$ cat src/sv/fcrt_pkg.sv
package fcrt_pkg;

    localparam int FLOOR_COUNT = 32;
    localparam int FLOOR_W     = (FLOOR_COUNT > 1) ? $clog2(FLOOR_COUNT) : 1;
    localparam int ENTRY_W     = 11;

    localparam logic [FLOOR_W-1:0] LAST_IDX      = FLOOR_W'(FLOOR_COUNT - 1);
    localparam logic [7:0]         FLOOR_COUNT_B = 8'(FLOOR_COUNT);

    localparam logic [1:0] CMD_RADIO  = 2'd0;
    localparam logic [1:0] CMD_CANCEL = 2'd1;
    localparam logic [1:0] CMD_TICK   = 2'd2;
    localparam logic [1:0] CMD_READ   = 2'd3;

    localparam logic [7:0] CODE_UP    = 8'h01;
    localparam logic [7:0] CODE_DOWN  = 8'h02;
    localparam logic [7:0] CODE_LOAD  = 8'h03;
    localparam logic [7:0] CODE_CLEAR = 8'h20;

    localparam logic [2:0] FLAG_LOAD       = 3'b100;
    localparam logic [7:0] STATUS_POSITION = 8'h80;
    localparam logic [7:0] RSSI_RESET      = 8'h88;

    localparam logic REG_THRESHOLD = 1'b0;
    localparam logic REG_ELEVATOR  = 1'b1;

    typedef struct packed {
        logic [1:0]        command;
        logic              frame_ok;
        logic [7:0]        target_floor;
        logic [7:0]        message_code;
        logic [7:0]        message_id;
        logic signed [7:0] signal_rssi;
        logic [7:0]        clear_mask;
    } fcrt_item_t;

    typedef struct packed {
        logic              ack_send;
        logic [7:0]        reply_floor;
        logic [7:0]        ack_message_id;
        logic [7:0]        report_status;
        logic signed [7:0] report_rssi;
        logic [31:0]       packet_count;
        logic              floor_rejected;
    } fcrt_result_t;

    typedef struct packed {
        logic signed [7:0] threshold;
        logic [7:0]        car_floor;
    } fcrt_cfg_t;

endpackage

$ cat src/sv/fcrt_ram.sv
module fcrt_ram #(
    parameter int WIDTH = 8,
    parameter int DEPTH = 32,
    localparam int AW = (DEPTH > 1) ? $clog2(DEPTH) : 1
) (
    input  logic             clk,
    input  logic             we,
    input  logic [AW-1:0]    waddr,
    input  logic [WIDTH-1:0] wdata,
    input  logic [AW-1:0]    raddr,
    output logic [WIDTH-1:0] rdata
);

    logic [WIDTH-1:0] mem [DEPTH];

    always_ff @(posedge clk)
    begin
        if (we)
        begin
            mem[waddr] <= wdata;
        end
        rdata <= mem[raddr];
    end

endmodule

$ cat src/sv/fcrt_regs.sv
module fcrt_regs
    import fcrt_pkg::*;
(
    input  logic        clk,
    input  logic        rst_n,
    input  logic        psel,
    input  logic        penable,
    input  logic        pwrite,
    input  logic [2:0]  paddr,
    input  logic [31:0] pwdata,
    output logic [31:0] prdata,
    output logic        pready,
    output fcrt_cfg_t   cfg
);

    fcrt_cfg_t cfg_reg;
    logic      wr_en;

    assign pready = 1'b1;
    assign wr_en  = psel && penable && pwrite;
    assign cfg    = cfg_reg;

    always_ff @(posedge clk or negedge rst_n)
    begin
        if (!rst_n)
        begin
            cfg_reg.threshold <= -8'sd50;
            cfg_reg.car_floor <= 8'd1;
        end
        else if (wr_en)
        begin
            case (paddr[2])
                REG_THRESHOLD: cfg_reg.threshold <= $signed(pwdata[7:0]);
                REG_ELEVATOR:  cfg_reg.car_floor <= pwdata[7:0];
                default: ;
            endcase
        end
    end

    always_comb
    begin
        case (paddr[2])
            REG_THRESHOLD: prdata = {24'd0, cfg_reg.threshold};
            REG_ELEVATOR:  prdata = {24'd0, cfg_reg.car_floor};
            default:       prdata = 32'd0;
        endcase
    end

endmodule

$ cat src/sv/floor_call_register_table.sv
// Rejected or bad frames report from idle; radio packets and display clears do one
// read-modify-write of the entry; a proximity tick sweeps every floor; a display read
// scans on from the last reported floor. One item at a time; the next item can start
// as the result shows. busy covers the sweep or read-modify-write, one entry per cycle.
// Result shows on result for one cycle with done; the receiver cannot stall.
// Reset clears all flags and sets all strengths to -120 at once via per-floor valid bits.
module floor_call_register_table
    import fcrt_pkg::*;
(
    input  logic         clk,
    input  logic         rst_n,
    input  logic         start,
    output logic         busy,
    input  fcrt_item_t   item,
    output logic         done,
    output fcrt_result_t result,
    input  logic         psel,
    input  logic         penable,
    input  logic         pwrite,
    input  logic [2:0]   paddr,
    input  logic [31:0]  pwdata,
    output logic [31:0]  prdata,
    output logic         pready
);

    localparam logic [1:0] S_IDLE = 2'd0;
    localparam logic [1:0] S_RMW  = 2'd1;
    localparam logic [1:0] S_SCAN = 2'd2;

    fcrt_cfg_t cfg;

    logic [1:0]             state_reg, state_next;
    fcrt_item_t             item_reg, item_next;
    logic [FLOOR_W-1:0]     idx_reg;
    logic [FLOOR_W-1:0]     chk_reg, chk_next;
    logic                   rdv_reg;
    logic [FLOOR_COUNT-1:0] valid_reg;
    logic [7:0]             last_rep_reg, last_rep_next;
    logic [31:0]            count_reg, count_next;
    logic                   done_reg;
    fcrt_result_t           result_reg;

    logic                   ram_we;
    logic [FLOOR_W-1:0]     ram_waddr, ram_raddr;
    logic [ENTRY_W-1:0]     ram_wdata, ram_rdata;

    logic [2:0]             ent_flags;
    logic signed [7:0]      ent_rssi;
    logic                   produce;
    fcrt_result_t           res;
    logic                   tf_valid;
    logic [FLOOR_W-1:0]     tidx, start_idx, scan_next;
    logic                   is_call;
    logic [2:0]             call_bit;

    fcrt_regs u_regs (
        .clk     (clk),
        .rst_n   (rst_n),
        .psel    (psel),
        .penable (penable),
        .pwrite  (pwrite),
        .paddr   (paddr),
        .pwdata  (pwdata),
        .prdata  (prdata),
        .pready  (pready),
        .cfg     (cfg)
    );

    fcrt_ram #(
        .WIDTH (ENTRY_W),
        .DEPTH (FLOOR_COUNT)
    ) u_table (
        .clk   (clk),
        .we    (ram_we),
        .waddr (ram_waddr),
        .wdata (ram_wdata),
        .raddr (ram_raddr),
        .rdata (ram_rdata)
    );

    assign busy   = (state_reg != S_IDLE);
    assign done   = done_reg;
    assign result = result_reg;

    // never-written entries read as the reset contents
    assign ent_flags = rdv_reg ? ram_rdata[ENTRY_W-1:8] : 3'b000;
    assign ent_rssi  = rdv_reg ? $signed(ram_rdata[7:0]) : $signed(RSSI_RESET);

    assign tf_valid  = (item.target_floor != 8'd0) && (item.target_floor <= FLOOR_COUNT_B);
    assign tidx      = FLOOR_W'(item.target_floor - 8'd1);
    assign start_idx = (last_rep_reg >= FLOOR_COUNT_B) ? '0 : FLOOR_W'(last_rep_reg);
    assign scan_next = (idx_reg == LAST_IDX) ? '0 : idx_reg + 1'b1;

    assign is_call  = (item_reg.message_code == CODE_UP) ||
                      (item_reg.message_code == CODE_DOWN) ||
                      (item_reg.message_code == CODE_LOAD);
    assign call_bit = (item_reg.message_code == CODE_LOAD) ? FLAG_LOAD
                                                           : item_reg.message_code[2:0];

    always_comb
    begin
        state_next    = state_reg;
        item_next     = item_reg;
        chk_next      = chk_reg;
        last_rep_next = last_rep_reg;
        count_next    = count_reg;
        ram_raddr     = idx_reg;
        ram_we        = 1'b0;
        ram_waddr     = idx_reg;
        ram_wdata     = {ent_flags, ent_rssi};
        produce       = 1'b0;
        res           = '0;

        case (state_reg)
            S_IDLE:
            begin
                if (start)
                begin
                    item_next = item;
                    case (item.command)
                        CMD_RADIO, CMD_CANCEL:
                        begin
                            if (item.command == CMD_RADIO && item.frame_ok)
                            begin
                                count_next = count_reg + 32'd1;
                            end
                            if (item.frame_ok && tf_valid)
                            begin
                                ram_raddr  = tidx;
                                state_next = S_RMW;
                            end
                            else
                            begin
                                produce            = 1'b1;
                                res.floor_rejected = item.frame_ok;
                            end
                        end
                        default:
                        begin
                            ram_raddr  = start_idx;
                            chk_next   = '0;
                            state_next = S_SCAN;
                        end
                    endcase
                end
            end

            S_RMW:
            begin
                ram_we     = 1'b1;
                produce    = 1'b1;
                state_next = S_IDLE;
                if (item_reg.command == CMD_RADIO)
                begin
                    ram_wdata = {ent_flags | (is_call ? call_bit : 3'b000),
                                 item_reg.signal_rssi};
                    if (is_call)
                    begin
                        res.ack_send       = 1'b1;
                        res.reply_floor    = item_reg.target_floor;
                        res.ack_message_id = item_reg.message_id;
                    end
                end
                else if (item_reg.message_code == CODE_CLEAR)
                begin
                    ram_wdata = {ent_flags & ~item_reg.clear_mask[2:0], ent_rssi};
                end
            end

            S_SCAN:
            begin
                ram_raddr = scan_next;
                chk_next  = chk_reg + 1'b1;
                if (item_reg.command == CMD_TICK)
                begin
                    if (ent_flags != 3'b000 && ent_rssi > cfg.threshold)
                    begin
                        ram_we    = 1'b1;
                        ram_wdata = {3'b000, ent_rssi};
                    end
                    if (chk_reg == LAST_IDX)
                    begin
                        produce    = 1'b1;
                        state_next = S_IDLE;
                    end
                end
                else if (ent_flags != 3'b000)
                begin
                    produce           = 1'b1;
                    state_next        = S_IDLE;
                    res.reply_floor   = 8'(idx_reg) + 8'd1;
                    res.report_status = {5'd0, ent_flags};
                    res.report_rssi   = ent_rssi;
                    last_rep_next     = 8'(idx_reg) + 8'd1;
                end
                else if (chk_reg == LAST_IDX)
                begin
                    produce           = 1'b1;
                    state_next        = S_IDLE;
                    res.reply_floor   = cfg.car_floor;
                    res.report_status = STATUS_POSITION;
                end
            end

            default:
            begin
                state_next = S_IDLE;
            end
        endcase

        res.packet_count = count_next;
    end

    always_ff @(posedge clk or negedge rst_n)
    begin
        if (!rst_n)
        begin
            state_reg    <= S_IDLE;
            valid_reg    <= '0;
            last_rep_reg <= 8'd0;
            count_reg    <= 32'd0;
            done_reg     <= 1'b0;
            rdv_reg      <= 1'b0;
        end
        else
        begin
            state_reg    <= state_next;
            last_rep_reg <= last_rep_next;
            count_reg    <= count_next;
            done_reg     <= produce;
            rdv_reg      <= valid_reg[ram_raddr];
            if (ram_we)
            begin
                valid_reg[ram_waddr] <= 1'b1;
            end
        end
    end

    always_ff @(posedge clk)
    begin
        item_reg <= item_next;
        idx_reg  <= ram_raddr;
        chk_reg  <= chk_next;
        if (produce)
        begin
            result_reg <= res;
        end
    end

endmodule

$ cat config.mk
export PLATFORM = sky130hd
export DESIGN_NAME = floor_call_register_table
export DESIGN_NICKNAME = d
export VERILOG_FILES = /design/src/sv/fcrt_pkg.sv /design/src/sv/fcrt_ram.sv /design/src/sv/fcrt_regs.sv /design/src/sv/floor_call_register_table.sv
export SDC_FILE = /design/constraint.sdc
export NUM_CORES = 1
export LEC_CHECK = 0
export BUFFER_PORTS_ARGS = -buffer_cell sky130_fd_sc_hd__buf_2
export CORE_AREA = 2 2 232 211
export CTS_CLUSTER_SIZE = 8
export DETAILED_ROUTE_END_ITERATION = 7
export DIE_AREA = 0 0 234 213
export GPL_ROUTABILITY_DRIVEN = 1
export MAX_ROUTING_LAYER = met4
export PLACE_DENSITY = 0.68
export SYNTH_ARGS = -nofsm -noshare
export SYNTH_HDL_FRONTEND = slang
export SYNTH_SLANG_ARGS = --single-unit
export TNS_END_PERCENT = 20
$ cat constraint.sdc
create_clock -name clk -period 6.1 [get_ports clk]
set_clock_uncertainty 0.1 [all_clocks]
set_input_delay 0.915 -clock clk [delete_from_list [all_inputs] [get_ports clk]]
set_output_delay 0.915 -clock clk [all_outputs]
set_load 0.01 [all_outputs]
==> After elaboration in Yosys (flattened, before gate mapping) <==
Memories as Yosys holds them, arrays and structs flattened. A register that Yosys moved wholly into a read port is not among the register bits.
Cells that the tools add are included.
{ "word_totals": {"register_bits": 205, "latch_bits": 0, "ram_bits": 352, "rom_bits": 0, "inputBits": 84, "out_inout_bits": 101, "elab_cells": 143, "memories": 1} }
{ "memory_table": {"columns": ["memory", "words", "word_bits", "read_ports", "rd_ports_with_merged_regs", "wr", "line_no", "source"], "rows": [
  ["u_table.mem", 32, 11, 1, 1, 1, "fcrt_ram.sv:14", "logic [WIDTH-1:0] mem [DEPTH];"]
]} }
{ "op_classes": {"addsub": 5, "mul": 0, "div_mod_pow": 0, "n_lt_le_gt_ge": 6, "eq_ne": 13, "shifts": 0, "mux": 54, "n_bitwise": 11, "n_reduce_logical": 29} }
{ "ops": {"columns": ["cell", "n"], "rows": [
  ["32-bit 2-to-1 mux", 4],
  ["32-bit one-hot mux with 2 select lines", 1],
  ["11-bit 2-to-1 mux", 4],
  ["8-bit 2-to-1 mux", 5],
  ["5-bit 2-to-1 mux", 7],
  ["32-bit by 1-bit adder with 32-bit output, second input constant", 1],
  ["32-bit bitwise OR", 1],
  ["11-bit one-hot mux with 2 select lines", 1],
  ["5-bit one-hot mux with 2 select lines", 2],
  ["17-bit 2-to-1 mux", 1],
  ["8-bit by 2-bit == test with 1-bit output, second input constant", 2],
  ["16-bit 2-to-1 mux", 1],
  ["8-bit one-hot mux with 2 select lines", 1],
  ["5-bit by 6-bit less-than comparator with 1-bit output, second input constant", 2],
  ["1-bit 2-to-1 mux", 12],
  ["2-bit 2-to-1 mux", 6],
  ["3-bit 2-to-1 mux", 4],
  ["5-bit by 1-bit adder with 5-bit output, second input constant", 2],
  ["5-bit == test, second input constant", 2],
  ["2-bit AND reduction", 5],
  ["3-bit AND reduction", 3],
  ["8-bit by 1-bit == test with 1-bit output, second input constant", 1],
  ["8-bit by 6-bit == test with 1-bit output, second input constant", 1],
  ["8-bit by 6-bit >= comparator with 1-bit output, second input constant", 1],
  ["27 further kinds", 48]
]} }

==> Depth between registers and ports, before layout <==
{ "depth": {"word_depth": 9, "ltp_mapped": 15, "ltp_nobuf": 12} }

==> Cells and area by module <==
Synthesis repeated with hierarchy kept, for this count alone.
{ "hier_totals": {"hier_cells": 1560, "area_unflattened_um2": 23483.8} }
{ "by_module_without_submodules": {"columns": ["mod", "n_inst", "cells_each", "area_per_inst_um2", "seq_area_each_um2"], "rows": [
  ["fcrt_ram", 1, 801, 14192.4, 10790.3],
  ["floor_call_register_table", 1, 689, 8361.8, 5074.9],
  ["fcrt_regs", 1, 70, 929.6, 407.9]
]} }

==> Least setup slack after synthesis <==
Ideal clock, no wire load.
{ "synth_timing": {"kind": "input-to-reg", "start": "input item[32] in the netlist's numbering", "end": "register result_reg, in the netlist result[0], enable pin", "setup_time_ps": 504, "arrival_time_ps": 4964, "required_time_ps": 5496, "slack_ps": 532, "stages": 7, "path_buffers": 1, "path_cell_list": "inv_1 -> ha_1 -> nor4b_2 -> mux2i_1 -> buf_2 -> a21oi_1 -> a21oi_1"} }
{ "synth_between": {"elab_chain_cells": 7, "word_cells_on_any_way": 8, "classes_between": "1 x order compare; 4 x mux; 3 x reduce/logical"} }
{ "synth_rtl": {"columns": ["item", "line_no", "source"], "rows": [
  ["start: declaration", "floor_call_register_table.sv:14", "input fcrt_item_t item,"],
  ["8-bit by 6-bit <= comparator with 1-bit output / 8-bit nonzero test (equally long branches)", "floor_call_register_table.sv:89", "assign tf_valid = (item.target_floor != 8'd0) && (item.target_floor <= FLOOR_COUNT_B);"],
  ["1-bit logical AND (*)", "floor_call_register_table.sv:89", null],
  ["1-bit logical AND (*)", "floor_call_register_table.sv:127", "if (item.frame_ok && tf_valid)"],
  ["1-bit 2-to-1 mux (*)", "floor_call_register_table.sv:127", null],
  ["1-bit 2-to-1 mux (*)", "floor_call_register_table.sv:120", "case (item.command)"],
  ["1-bit 2-to-1 mux (*)", "floor_call_register_table.sv:117", "if (start)"],
  ["1-bit one-hot mux with 3 select lines (*)", "floor_call_register_table.sv:114", "case (state_reg)"],
  ["via produce", "floor_call_register_table.sv:49", "logic produce;"],
  ["end signal: assignment", "floor_call_register_table.sv:246", "result_reg <= res;"],
  ["end: declaration", "floor_call_register_table.sv:41", "fcrt_result_t result_reg;"]
]} }
Mark *: on every way through the listed nets, which the timed path passes. The rest lies on a longest branch.
A chain may end at the register's enable or synchronous reset.

==> Worst setup path after layout <==
{ "layout_timing": {"start": "register state_reg[0]", "end": "register u_table.rdata[8] (read register of u_table.mem)"} }
{ "layout_between": {"elab_chain_cells": 2, "word_cells_on_any_way": 3, "classes_between": "1 x eq/ne; 1 x mux; 1 x reduce/logical"} }
{ "layout_rtl": {"columns": ["item", "line_no", "source"], "rows": [
  ["start: declaration", "floor_call_register_table.sv:32", "logic [1:0] state_reg, state_next;"],
  ["start signal: assignment", "floor_call_register_table.sv:227", "state_reg <= state_next;"],
  ["2-bit == test / 2-bit zero test (equally long branches)", "floor_call_register_table.sv:114", null],
  ["5-bit one-hot mux with 2 select lines (*)", "floor_call_register_table.sv:114", null],
  ["via ram_raddr[4]", "floor_call_register_table.sv:44", "logic [FLOOR_W-1:0] ram_waddr, ram_raddr;"],
  ["end: declaration", "fcrt_ram.sv:11", "output logic [WIDTH-1:0] rdata"]
]} }
Marked as above.

==> results.toml <==
[run_status]
outcome = "finished clean"

[placement]
portBuffers = 124
dp_hpwl_um = 32430
place_area_mm2 = 0.02454
gp_congestion = 0.8883

[sta]
worst_pin_slew_ps = 1198
slew_headroom_pct = 19.47
period_minus_slack_ps = 4254
grt_setup_unrepaired = "no"
setup_violations = 0
finalHoldViolations = 0
setup_tns_ps = 0
slew_violations = 0
max_freq_mhz = 235.1
layout_worst_path_cycle_share_pct = 69.74

[pwr]
irDropWorstVdd_v = 0.0004495
cellPowerDensity_mw_per_mm2 = 522.7
p_leak_nw = 10.25
power_mw = 14.02

[drt]
ant_nets = 0
first_pass_iters = 5
via_count = 13560
routedWlPerCell_um = 22.02
drtIter0Drc = 1306
drt-vias-per-instance = 5.668
drc_errors = 0
routed_wl_um = 52700

[die]
rows = 76
start_util_pct = 49.43
die_area_mm2 = 0.04984
ios = 185
die_x_um = 234
die_h_um = 213
core-area_mm2 = 0.04745

[logic_synthesis]
synthCells = 1580
synth-seq-cells = 562
syn_area_per_cell_um2 = 14.84
synth_top_cell_area_share_pct = 58.39
ys_types = 69
synth_edf_count = 456
yosysMostFrequentCell = "edfxtp_1"
ys_seq_area_share_pct = 69.39
synth_warnings = 0
synth_area_leaders = "edfxtp_1 58%, dfrtp_1 9.0%, mux2i_1 4.2%"
synth.top_cells.by_count = "456 x edfxtp_1, 99 x mux2i_1, 98 x nand2_1"
synth_ff_type = "edfxtp_1"
synthArstFlopShare_pct = 16.01
yosys.area.top_type = "edfxtp_1"
syn_area_mm2 = 0.02345

[cts]
cts_buffer_depth = 3
clock-sinks = 562
postCtsHoldBufs = 0
post_cts_buffers = 0
cts_max_level = 3
post_cts_resized = 0
clockRootBuffer = "clkbuf_16"
clock_latency_ps = 600
cts_buffers = 80
cts_tree = "built"
clkSlewWorstSetupHoldPaths_ps = 50

[global_routing]
grt_pass1_wl_um = 78960
grt.overflow.total = 0
grt_max_degree = 109
grt_pass1_vias = 13330
grt_usage_pct = 21.72
antenna_found_initial = 0

[cells_and_area]
largest_reg_flops = 352
fin_area_mm2 = 0.02683
layout-drive-gt1-share_pct = 20.75
syn_to_final_growth_pct = 14.40
nNetsFinal = 1823
diodes = 0

[critical_path]
r2r_cells = 12
path_class = "reg -> reg"
cp.required_ps = 6500
crit_path_end_kind = "flip-flop"
worstPathMaxFanout = 19
arrival_ps = 4660
critPathLaunchType = "flip-flop"

[worst_hold_path]
hp-class = "in -> async"

[run]
cap_violations = 0
## per-stage QoR
step / setup WS, ps / hold slack, ps / utilization, % / instances
4_1_cts: 1916 / 86.37 / 56.54 / 2393
3_5_place_dp: 1608 / 345.5 / 51.72 / 2259
2_1_floorplan: 532.2 / 333.5 / - / 1607
6_report: 1846 / 108.6 / 56.54 / 2393
3_3_place_gp: 1627 / 341.9 / 51.72 / 2259
5_1_grt: 1580 / 104.4 / 56.54 / 2393
## path summary, 6_finish.rpt
path	startpoint	endpoint	slack (ps)
setup / recovery	state_reg[0]	u_table.rdata[8]	1850
hold / removal	rst_n	count_reg[25]	110
setup reg to reg	state_reg[0]	u_table.rdata[8]	1850
hold reg to reg	valid_reg[10]	valid_reg[10]	360
max in group asynchronous	rst_n	valid_reg[3]	4540
min in group clk	valid_reg[10]	valid_reg[10]	360
## where the power goes
part	internal (mW)	leakage (nW)	total [mW]	switching, mW
combinational	1.54	3.63	4.70	3.17
clock	2.49	1.09	4.04	1.55
sequential	5.05	5.53	5.28	0.228
total	9.08	10.3	14.0	4.94
## placed cells by master (no fill, tap or decap), types with 4 or more instances in the layout
cell type / count
a211oi_1: 47
mux2i_1: 99
inv_1: 21
ha_1: 22
nor3b_1: 6
nor2_1: 30
a21oi_1: 58
nand2_1: 97
nand3_1: 22
a31o_2: 32
o21ai_0: 47
dfxtp_1: 16
o211ai_1: 25
nand2b_1: 8
nor2b_1: 57
xor2_1: 11
xnor2_1: 27
conb_1: 29
nor4_2: 11
nor3_1: 8
a22o_1: 7
buf_2: 123
mux2_2: 69
o22ai_1: 22
a22oi_1: 7
and3_1: 50
dfrtp_1: 84
edfxtp_1: 456
clkbuf_1: 47
nand4_1: 12
o211a_1: 22
clkbuf_16: 83
buf_4: 23
nand3b_1: 4
dfstp_2: 6
and2_1: 23
## area by class of cell
type / count / area (um^2)
Fill cell: 3714 / 20620
Sequential cell: 562 / 16270
Multi-Input combinational cell: 902 / 6559
Clock buffer: 130 / 2253
Timing Repair Buffer: 149 / 848.3
Tap cell: 624 / 780.7
Inverter: 22 / 82.58
Clock inverter: 4 / 33.78
## routing by layer
| metal | share of wire [%] | GRT usage [%] | wire (um) |
|---|---|---|---|
| met1 | 44 | 29.56 | 23230 |
| met2 | 46 | 32.12 | 24100 |
| met3 | 7.4 | 5.168 | 3892 |
| met4 | 2.8 | 7.551 | 1474 |
| met5 | 0 | - | 0 |
## logic make-up after synthesis
logic type                 share of synthesized area, %
DFF                                               69.39
and+or+nand+nor                                   8.163
AOI/OAI and AO/OA                                 8.990
muxes                                             7.538
buffers and inverters                             3.297
xor gates and xnor gates                          1.419
adders and majority gates                         1.174
other                                           0.03202
## critical path, stage by stage (launching register included)
cell	delay, ps
dfrtp_1	410
inv_1	80
ha_1	260
nand2_1	190
clkinv_1	610
a21oi_1	580
a21o_1	140
a22oi_1	60
o21ai_1	440
nor2_1	160
nand2_1	460
o22ai_1	310
nor4_2	330
No activity file was read; power rests on OpenSTA's default activity.
